===== src/hw/rtl/lbm_pkg.sv =====
// ----------------------------------------------------------------------------
// lbm_pkg
// Shared constants and types of the label boundary mask block: frame limits,
// label and counter widths, register indexes and the result item.
// ----------------------------------------------------------------------------
package lbm_pkg;

    localparam int MAX_WIDTH   = 1024;
    localparam int LABEL_BITS  = 16;
    localparam int COL_BITS    = $clog2(MAX_WIDTH);

    localparam int LABEL_FIELD_BITS = 16;
    localparam int WIDTH_BITS       = 11;
    localparam int HEIGHT_BITS      = 12;
    localparam int CFG_DATA_BITS    = 12;

    localparam logic [WIDTH_BITS-1:0]  WIDTH_RESET  = 11'd640;
    localparam logic [HEIGHT_BITS-1:0] HEIGHT_RESET = 12'd480;

    typedef logic [LABEL_BITS-1:0]    label_t;
    typedef logic [COL_BITS-1:0]      col_t;
    typedef logic [COL_BITS:0]        span_t;
    typedef logic [WIDTH_BITS-1:0]    frame_width_t;
    typedef logic [HEIGHT_BITS-1:0]   row_t;
    typedef logic                     cfg_idx_t;
    typedef logic [CFG_DATA_BITS-1:0] cfg_data_t;

    localparam cfg_idx_t CFG_FRAME_WIDTH  = 1'b0;
    localparam cfg_idx_t CFG_FRAME_HEIGHT = 1'b1;

    localparam logic KIND_PIXEL = 1'b0;
    localparam logic KIND_DRAIN = 1'b1;

    typedef struct packed {
        logic is_boundary;
        logic end_of_row;
        logic end_of_frame;
    } out_item_t;

endpackage


===== src/hw/rtl/lbm_if.sv =====


interface lbm_out_if;
    logic valid;
    logic ready;
    logic is_boundary;
    logic end_of_row;
    logic end_of_frame;

    modport source (output valid, output is_boundary, output end_of_row,
                    output end_of_frame, input ready);
    modport sink   (input valid, input is_boundary, input end_of_row,
                    input end_of_frame, output ready);
endinterface


===== src/hw/rtl/lbm_out_stage.sv =====
// ----------------------------------------------------------------------------
// lbm_out_stage
// Result register with a one-entry skid stage; room is registered so the
// input side never waits on the output handshake combinationally.
// ----------------------------------------------------------------------------
module lbm_out_stage (
    input  logic              clk,
    input  logic              rst_n,
    input  logic              push,
    input  lbm_pkg::out_item_t push_data,
    output logic              room,
    lbm_out_if.source         mask
);
    import lbm_pkg::*;

    logic      out_vld_reg, out_vld_next;
    logic      skid_vld_reg, skid_vld_next;
    out_item_t out_data_reg, out_data_next;
    out_item_t skid_data_reg, skid_data_next;
    logic      take;

    assign take = out_vld_reg && mask.ready;

    always_comb
    begin
        out_vld_next   = out_vld_reg;
        skid_vld_next  = skid_vld_reg;
        out_data_next  = out_data_reg;
        skid_data_next = skid_data_reg;
        if (push)
        begin
            if (out_vld_reg && !take)
            begin
                skid_data_next = push_data;
                skid_vld_next  = 1'b1;
            end
            else
            begin
                out_data_next = push_data;
                out_vld_next  = 1'b1;
            end
        end
        else if (take)
        begin
            if (skid_vld_reg)
            begin
                out_data_next = skid_data_reg;
                skid_vld_next = 1'b0;
            end
            else
            begin
                out_vld_next = 1'b0;
            end
        end
    end

    always_ff @(posedge clk or negedge rst_n)
    begin
        if (!rst_n)
        begin
            out_vld_reg  <= 1'b0;
            skid_vld_reg <= 1'b0;
        end
        else
        begin
            out_vld_reg  <= out_vld_next;
            skid_vld_reg <= skid_vld_next;
        end
    end

    always_ff @(posedge clk)
    begin
        out_data_reg  <= out_data_next;
        skid_data_reg <= skid_data_next;
    end

    assign room              = !skid_vld_reg;
    assign mask.valid        = out_vld_reg;
    assign mask.is_boundary  = out_data_reg.is_boundary;
    assign mask.end_of_row   = out_data_reg.end_of_row;
    assign mask.end_of_frame = out_data_reg.end_of_frame;

    // no push without a free slot
    a_push_room: assert property (@(posedge clk) disable iff (!rst_n)
        push |-> room)
        else $error("result pushed with skid stage full");

    // skid holds data only behind a waiting result
    a_skid_order: assert property (@(posedge clk) disable iff (!rst_n)
        skid_vld_reg |-> out_vld_reg)
        else $error("skid stage valid without output valid");

    // a result pushed under stall moves to the skid stage, never lost
    a_stall_keep: assert property (@(posedge clk) disable iff (!rst_n)
        (out_vld_reg && !mask.ready && push) |=> (out_vld_reg && skid_vld_reg))
        else $error("result dropped under stall");
endmodule


===== src/flat_wrapper.sv =====
// flat-port wrapper written by rule: the top's interface ports become plain ports
module lbm_out_stage_flat import lbm_pkg::*;
  (clk, rst_n, push, push_data, room, mask_valid, mask_is_boundary, mask_end_of_row, mask_end_of_frame, mask_ready);
  lbm_out_if mask_i ();
  input  logic clk;
  input  logic rst_n;
  input  logic push;
  input  lbm_pkg::out_item_t push_data;
  output logic room;
  output wire logic [$bits(mask_i.valid)-1:0] mask_valid;
  output wire logic [$bits(mask_i.is_boundary)-1:0] mask_is_boundary;
  output wire logic [$bits(mask_i.end_of_row)-1:0] mask_end_of_row;
  output wire logic [$bits(mask_i.end_of_frame)-1:0] mask_end_of_frame;
  input wire logic [$bits(mask_i.ready)-1:0] mask_ready;
  assign mask_valid = mask_i.valid;
  assign mask_is_boundary = mask_i.is_boundary;
  assign mask_end_of_row = mask_i.end_of_row;
  assign mask_end_of_frame = mask_i.end_of_frame;
  assign mask_i.ready = mask_ready;
  lbm_out_stage u_core (.clk(clk), .rst_n(rst_n), .push(push), .push_data(push_data), .room(room), .mask(mask_i));
endmodule

===== config.mk =====
export PLATFORM = sky130hd
export DESIGN_NAME = lbm_out_stage_flat
export DESIGN_NICKNAME = d
export VERILOG_FILES = /design/src/hw/rtl/lbm_pkg.sv /design/src/hw/rtl/lbm_if.sv /design/src/hw/rtl/lbm_out_stage.sv /design/src/flat_wrapper.sv
export SDC_FILE = /design/constraint.sdc
export NUM_CORES = 1
export LEC_CHECK = 0
export BUFFER_PORTS_ARGS = -buffer_cell sky130_fd_sc_hd__buf_2
export CAP_MARGIN = 20
export CORE_AREA = 2 2 39 41
export DETAILED_ROUTE_END_ITERATION = 7
export DIE_AREA = 0 0 41 43
export GPL_ROUTABILITY_DRIVEN = 0
export GPL_TIMING_DRIVEN = 0
export PLACE_DENSITY = 0.49
export SETUP_SLACK_MARGIN = 0.2
export SLEW_MARGIN = 15
export SYNTH_ARGS = -nofsm -noshare
export SYNTH_HDL_FRONTEND = slang
export SYNTH_SLANG_ARGS = --single-unit

===== constraint.sdc =====
create_clock -name clk -period 1.1 [get_ports clk]
set_input_delay 0.055 -clock clk [delete_from_list [all_inputs] [get_ports clk]]
set_output_delay 0.055 -clock clk [all_outputs]
set_load 0.005 [all_outputs]

# [Word level (Yosys, flattened, before mapping)]
# Index checks and enable logic that the tools add are counted.
[classes] reduce_logical=10 mux=11 n_eq_ne=3
[op_table] op="$mux 3" count=4
[op_table] op="$mux 1" count=7
[op_table] op="$reduce_and 3->1" count=2
[op_table] op="$ne 2x2->1 const B" count=2
[op_table] op="$reduce_and 2->1" count=2
[op_table] op="$reduce_bool 2->1" count=2
[op_table] op="$logic_and 1x1->1" count=2
[op_table] op="$logic_not 1->1" count=2
[op_table] op="$ne 2x1->1 const B" count=1
[word_totals] register_bits=8 elab_cells=32 in_bits=7

# [Depth between registers and ports, before layout]
# Gate-level depths: netlist of run 1.
[depth] depth_word=5 depth_mapped=3 ltp_nobuf=3

# [Worst setup path after synthesis of run 1]
# OpenSTA, ideal clock, no wires.
[synth_timing] kind="reg-to-reg" from="reg u_core.out_vld_reg, in the netlist u_core.mask.valid" to="reg u_core.out_data_reg (netlist bit u_core.mask.end_of_frame), enable pin" period_less_slack_ps=1065 arrival_time_ps=746 n_path_buf=0 slack_ps=35 path_stages_with_launch=3 t_required_ps=781 cell_sequence="dfrtp_1 > nor2b_2 > nor2_1"
[synth_via] elab_chain_cells=5
[synth_rtl] element="start: declaration" line_no="lbm_out_stage.sv:16" text="logic out_vld_reg, out_vld_next;"
[synth_rtl] element="start signal: assignment" line_no="lbm_out_stage.sv:66" text="out_vld_reg <= out_vld_next;"
[synth_rtl] element="$logic_and 1x1->1" line_no="lbm_out_stage.sv:22" text="assign take = out_vld_reg && mask.ready;"
[synth_rtl] element="$logic_not 1->1" line_no="lbm_out_stage.sv:32" text="if (out_vld_reg && !take)"
[synth_rtl] element="$logic_and 1x1->1" line_no="lbm_out_stage.sv:32"
[synth_rtl] element="$ne 2x2->1 (no source line)"
[synth_rtl] element="$reduce_and 3->1 (no source line) *"
[synth_rtl] element="end signal: assignment" line_no="lbm_out_stage.sv:73" text="out_data_reg <= out_data_next;"
[synth_rtl] element="end: declaration" line_no="lbm_out_stage.sv:18" text="out_item_t out_data_reg, out_data_next;"
# Every way passes the cells marked *; elsewhere a longest branch is shown, timed or not.
# A chain may end at the register's enable or synchronous reset.

# [Worst setup path in the final report of run 1]
[layout_timing] from="reg u_core.out_vld_reg, in the netlist u_core.mask.valid" to="reg u_core.skid_data_reg[2] in the netlist's numbering, enable pin"
[layout_via] elab_chain_cells=4
[layout_rtl] element="$logic_and 1x1->1" line_no="lbm_out_stage.sv:22"
[layout_rtl] element="$logic_not 1->1" line_no="lbm_out_stage.sv:32"
[layout_rtl] element="$logic_and 1x1->1 *" line_no="lbm_out_stage.sv:32"
[layout_rtl] element="$reduce_and 2->1 (no source line) *"
[layout_rtl] element="end signal: assignment" line_no="lbm_out_stage.sv:74" text="skid_data_reg <= skid_data_next;"
[layout_rtl] element="end: declaration" line_no="lbm_out_stage.sv:19" text="out_item_t skid_data_reg, skid_data_next;"
# Marks and branches as above.

==> results.toml, run 1 <==
[outcome]
status = "complete, no violations"

[place]
hpwl_um = 493
dp.cells = 49
portBuffers = 10

[route]
drt.antenna.violating_nets = 0
postRouteWirelength_um = 711
via_count = 255
drt-wirelength-per-cell_um = 11.9
drt_iter0_drc = 2
drc = 0
drt_pass1_iterations = 4
vias_per_cell = 4.25

[synthesis]
yosys_register_bits = 8
syn_nets = 30
ys_seq_area_share_pct = 66.9
synth_cell_type_count = 11
syn_avg_cell_area_um2 = 15.0
ys_warn_count = 0
synthCells = 23
synth_area_um2 = 344

[worst_setup_path]
path_class = "flip-flop to flip-flop"
cp-start-kind = "flip-flop"
reg2reg_depth = 2
r2r-end = "u_core.skid_data_reg[2]"
crit_end = "u_core.skid_data_reg[2]"
r2r_start = "u_core.mask.valid"
crit_fanout = 4
worstPathArrival_ns = 1.02
setup.worst_path.start = "u_core.mask.valid"
endpoint_kind = "flip-flop"
worstPathRequired_ns = 1.08
r2r_setup_slack_ns = 0.06

[power_and_ir_drop]
p_leak_nw = 0.233
peakVddDrop_v = 0.000464
fin_total_pwr_mw = 0.767
p_per_area_nw_per_um2 = 1470

[final_layout]
final.fill_count = 142
sequential_cell_area_um2 = 230
area_growth_pct = 51.6
final_core_util_pct = 37.7
fin_nets = 52
drive_above_1_share_pct = 59.1
largest_reg_flops = 3
diodes = 0
stdcell_count = 60
multi_input_area_um2 = 111

[floorplan]
ioPinCount = 12
start_util_pct = 24.9
rows = 14
die_h_um = 43
core_um2 = 1380
dieArea_um2 = 1760
die_w_um = 41

[sta]
period_share_pct = 94.1
whs_ns = 0.0336
setup_viol = 0
worst_pin_slew_ns = 0.162
period_needed_ns = 1.04
slew_headroom_pct = 89.2
fmaxAchievable_mhz = 966
fin_setup_tns_ns = 0
finalHoldViolations = 0
rsz0062_at_grt = "yes"
fin_skew_ns = 0.00376
drv_slew = 0

[min_path]
hp-class = "primary input to flip-flop"

[grt]
grt_pass1_vias = 244
grtUsageTotal_pct = 10.2
overflow = 0
grt_pass1_wl_um = 1080
antenna_found_initial = 0
grt_max_degree = 8

[clock_network]
clock_sinks = 8
htree_levels = 1
cts_tree = "done"
cts_buffers = 3
clockBufferDepth = 2
clkTransAtPathRegs_ns = 0.06
clk_latency_ns = 0.26
cts-root-buf = "clkbuf_4"

[flow_run]
maxCapViolCount = 0
-- layer usage --
layer	vias to the layer above	global-route usage, %	routed length [µm]
met1	121	10.0	239
met5	-	0	0
met2	9	15.3	417
met4	0	12.0	36
met3	5	1.57	18
li1	120	-	-
-- where the power goes --
group / internal (mW) / total, mW / switching, mW / leakage [nW]
clock: 0.140 / 0.253 / 0.113 / 0.0150
combinational: 0.0891 / 0.144 / 0.0553 / 0.139
sequential: 0.355 / 0.370 / 0.0149 / 0.0792
total: 0.584 / 0.767 / 0.183 / 0.233
-- worst max-delay path: stages (launching register included) --
cell and delay, ns:
dfrtp_1 0.40, nor2b_4 0.19, and2_4 0.17
-- cell usage after synthesis, drive strengths merged --
master / number / area [µm²]
a21o: 1 / 8.76
a21oi: 2 / 10.0
and2: 1 / 7.51
buf: 1 / 11.3
dfrtp: 2 / 50.1
edfxtp: 6 / 180
inv: 1 / 3.75
mux2: 3 / 45.0
nand2: 2 / 7.51
nor2: 3 / 11.3
nor2b: 1 / 8.76
-- how the worst min path moves through the flow --
stage	from	end	slack (ns)	depth (start not counted)
floorplan	rst_n	u_core.mask.valid	-0.24	0
global placement	rst_n	u_core.skid_vld_reg	-0.16	1
detailed placement	rst_n	u_core.skid_vld_reg	-0.16	1
CTS	push	u_core.mask.valid	0.04	2
global route	push	u_core.mask.valid	0.04	2
finish	push	u_core.mask.valid	0.03	2
-- cells in the final DEF, fill, tap and decap left out --
cell / Yosys / final
a21oi_1: 2 / 1
nor2_2: 0 / 1
nand2_1: 2 / 2
buf_6: 1 / 2
clkbuf_4: 0 / 3
mux2_4: 3 / 3
buf_2: 0 / 9
a21o_2: 1 / 1
clkbuf_1: 0 / 1
a21oi_2: 0 / 1
inv_2: 0 / 1
dlygate4sd3_1: 0 / 4
dfrtp_1: 2 / 2
edfxtp_1: 6 / 6
nor2b_4: 0 / 1
and2_4: 0 / 1
buf_4: 0 / 3
nor2_1: 3 / 2
-- through the flow --
step	setup slack (ns)	cell area (µm²)
finish	0.0647	522
global route	0.0116	522
CTS	0.0667	497
detailed placement	0.0525	423
global placement	0.0845	423
floorplan	0.0955	353
-- layout make-up --
class,instances,share of cell area (%)
Clock buffer,4,5.04
Timing Repair Buffer,17,22.8
Buffer,1,2.16
Inverter,1,0.719
Tap cell,16,3.84
Sequential cell,8,44.1
Multi-Input combinational cell,13,21.3
-- logic make-up after synthesis --
group	share of synthesized area [%]
DFF	66.9
and+or+nand+nor	10.2
AOI/OAI and AO/OA	5.46
muxes	13.1
buffers and inverters	4.36
-- what timing repair did --
item                       4_1_cts  5_1_grt
pin swaps                        0        1
setup endpoints to repair        8       11
buffers inserted                 1        2
hold endpoints to repair         5        0
resized for setup                0        3
hold buffers                     4        0
Power figures use the tool's default switching activity.
==> inputs of run 2 (changes only) <==
clock period = 0.9 ns   (was 1.1 ns; I/O delays follow)
==> results.toml, run 2 (synthesized netlist as in run 1, its figures left out) <==
[floorplan]
ioPinCount = 12
dieArea_um2 = 1760
start_util_pct = 24.9
core_um2 = 1380
rows = 14
die_h_um = 43
die_w_um = 41

[grt]
antenna_found_initial = 0
grtUsageTotal_pct = 10.9
grt_pass1_wl_um = 1190
overflow = 0
grt_max_degree = 8
grt_pass1_vias = 294

[worst_setup_path]
crit_fanout = 3
cp-start-kind = "flip-flop"
worstPathArrival_ns = 0.97
path_class = "flip-flop to flip-flop"
endpoint_kind = "flip-flop"
worstPathRequired_ns = 0.87

[clock_network]
clk_latency_ns = 0.25
htree_levels = 1
clockBufferDepth = 2
cts_tree = "done"
cts_buffers = 3
clock_sinks = 8
clkTransAtPathRegs_ns = 0.05
cts-root-buf = "clkbuf_4"

[final_layout]
area_growth_pct = 53.8
fin_area_um2 = 529
final_common_cell = "buf_2"
diodes = 0
stdcell_count = 58
fin_nets = 51
final_cell_mix = "buf_2, edfxtp_1, mux2_4, clkbuf_4"
largest_reg_flops = 3
drive_above_1_share_pct = 61.9

[sta]
slew_headroom_pct = 91.0
worst_pin_slew_ns = 0.135
rsz0062_at_grt = "yes"
drv_slew = 0
setup_slack_ns = -0.101
fmaxAchievable_mhz = 999
finalHoldViolations = 0
setup_viol = 10
period_needed_ns = 1.00
period_share_pct = 111
whs_ns = 0.0322
fin_skew_ns = 0.00441

[route]
drt-wirelength-per-cell_um = 12.3
vias_per_cell = 4.50
postRouteWirelength_um = 716
via_count = 261
drc = 0
drt.antenna.violating_nets = 0
drt_iter0_drc = 3
drt_pass1_iterations = 3

[place]
placed_area_um2 = 423
portBuffers = 10
hpwl_um = 525
dpl_worst_slack_ns = -0.134
dp.cells = 49

[outcome]
violations = "negative setup slack"
status = "complete, but fails checks"

[flow_run]
maxCapViolCount = 0

[power_and_ir_drop]
p_per_area_nw_per_um2 = 1720
peakVddDrop_v = 0.000481
p_leak_nw = 0.246

[min_path]
hp-class = "primary input to flip-flop"
-- run 2: routing by layer --
metal | vias to the layer above | part of all wire (%) | global-route usage, %
met2 | 10 | 59 | 17.2
met1 | 129 | 37 | 10.4
met3 | 2 | 2.8 | 3.14
met4 | 0 | 2.0 | 10.0
met5 | - | 0 | 0
li1 | 120 | - | -
-- run 2: path summary, 6_finish.rpt --
kind / startpoint / to / slack [ns] / cells past startpoint
worst max register to register: u_core.mask.valid / u_core.skid_data_reg[0] / -0.10 / 2
max in group asynchronous: rst_n / u_core.skid_vld_reg / 0.65 / 2
worst max-delay path: u_core.mask.valid / u_core.skid_data_reg[0] / -0.10 / 2
worst min-delay path: push / u_core.mask.valid / 0.03 / 2
worst min register to register: u_core.skid_data_reg[0] / u_core.mask.end_of_frame / 0.55 / 1
min in group asynchronous: rst_n / u_core.mask.valid / 0.13 / 2
-- run 2: area by class of cell --
cell class                      instances  area (µm²)
Tap cell                               16        20.0
Multi-Input combinational cell         13         124
Clock buffer                            3        22.5
Fill cell                             132         855
Sequential cell                         8         231
Timing Repair Buffer                   16         116
Inverter                                1        3.75
Buffer                                  1        11.3
-- run 2: worst max-delay path: stages, from the launching register on --
cell and delay, ns:
dfrtp_1 0.34, nor2b_4 0.19, and2_4 0.18
-- run 2: power by group --
part / internal, mW / switching, mW
Clock: 0.152 / 0.120
Sequential: 0.436 / 0.0197
Combinational: 0.105 / 0.0739
-- run 2: through the flow --
step / util, % / power, mW / setup TNS [ns]
floorplan: - / 0.531 / -0.580
global placement: 30.6 / 0.576 / -0.667
detailed placement: 30.6 / 0.586 / -0.789
CTS: 37.3 / 0.908 / -0.633
global route: 38.2 / 0.956 / -1.14
finish: 38.2 / 0.908 / -0.598
-- run 2: what timing repair did --
| action | in CTS | in global routing |
|---|---|---|
| hold buffers | 4 | 0 |
| setup endpoints to repair | 16 | 18 |
| gates resized for setup | 3 | 4 |
| setup buffers | 2 | 0 |
| pin swaps | 1 | 0 |
| endpoints found under the hold margin | 5 | 0 |
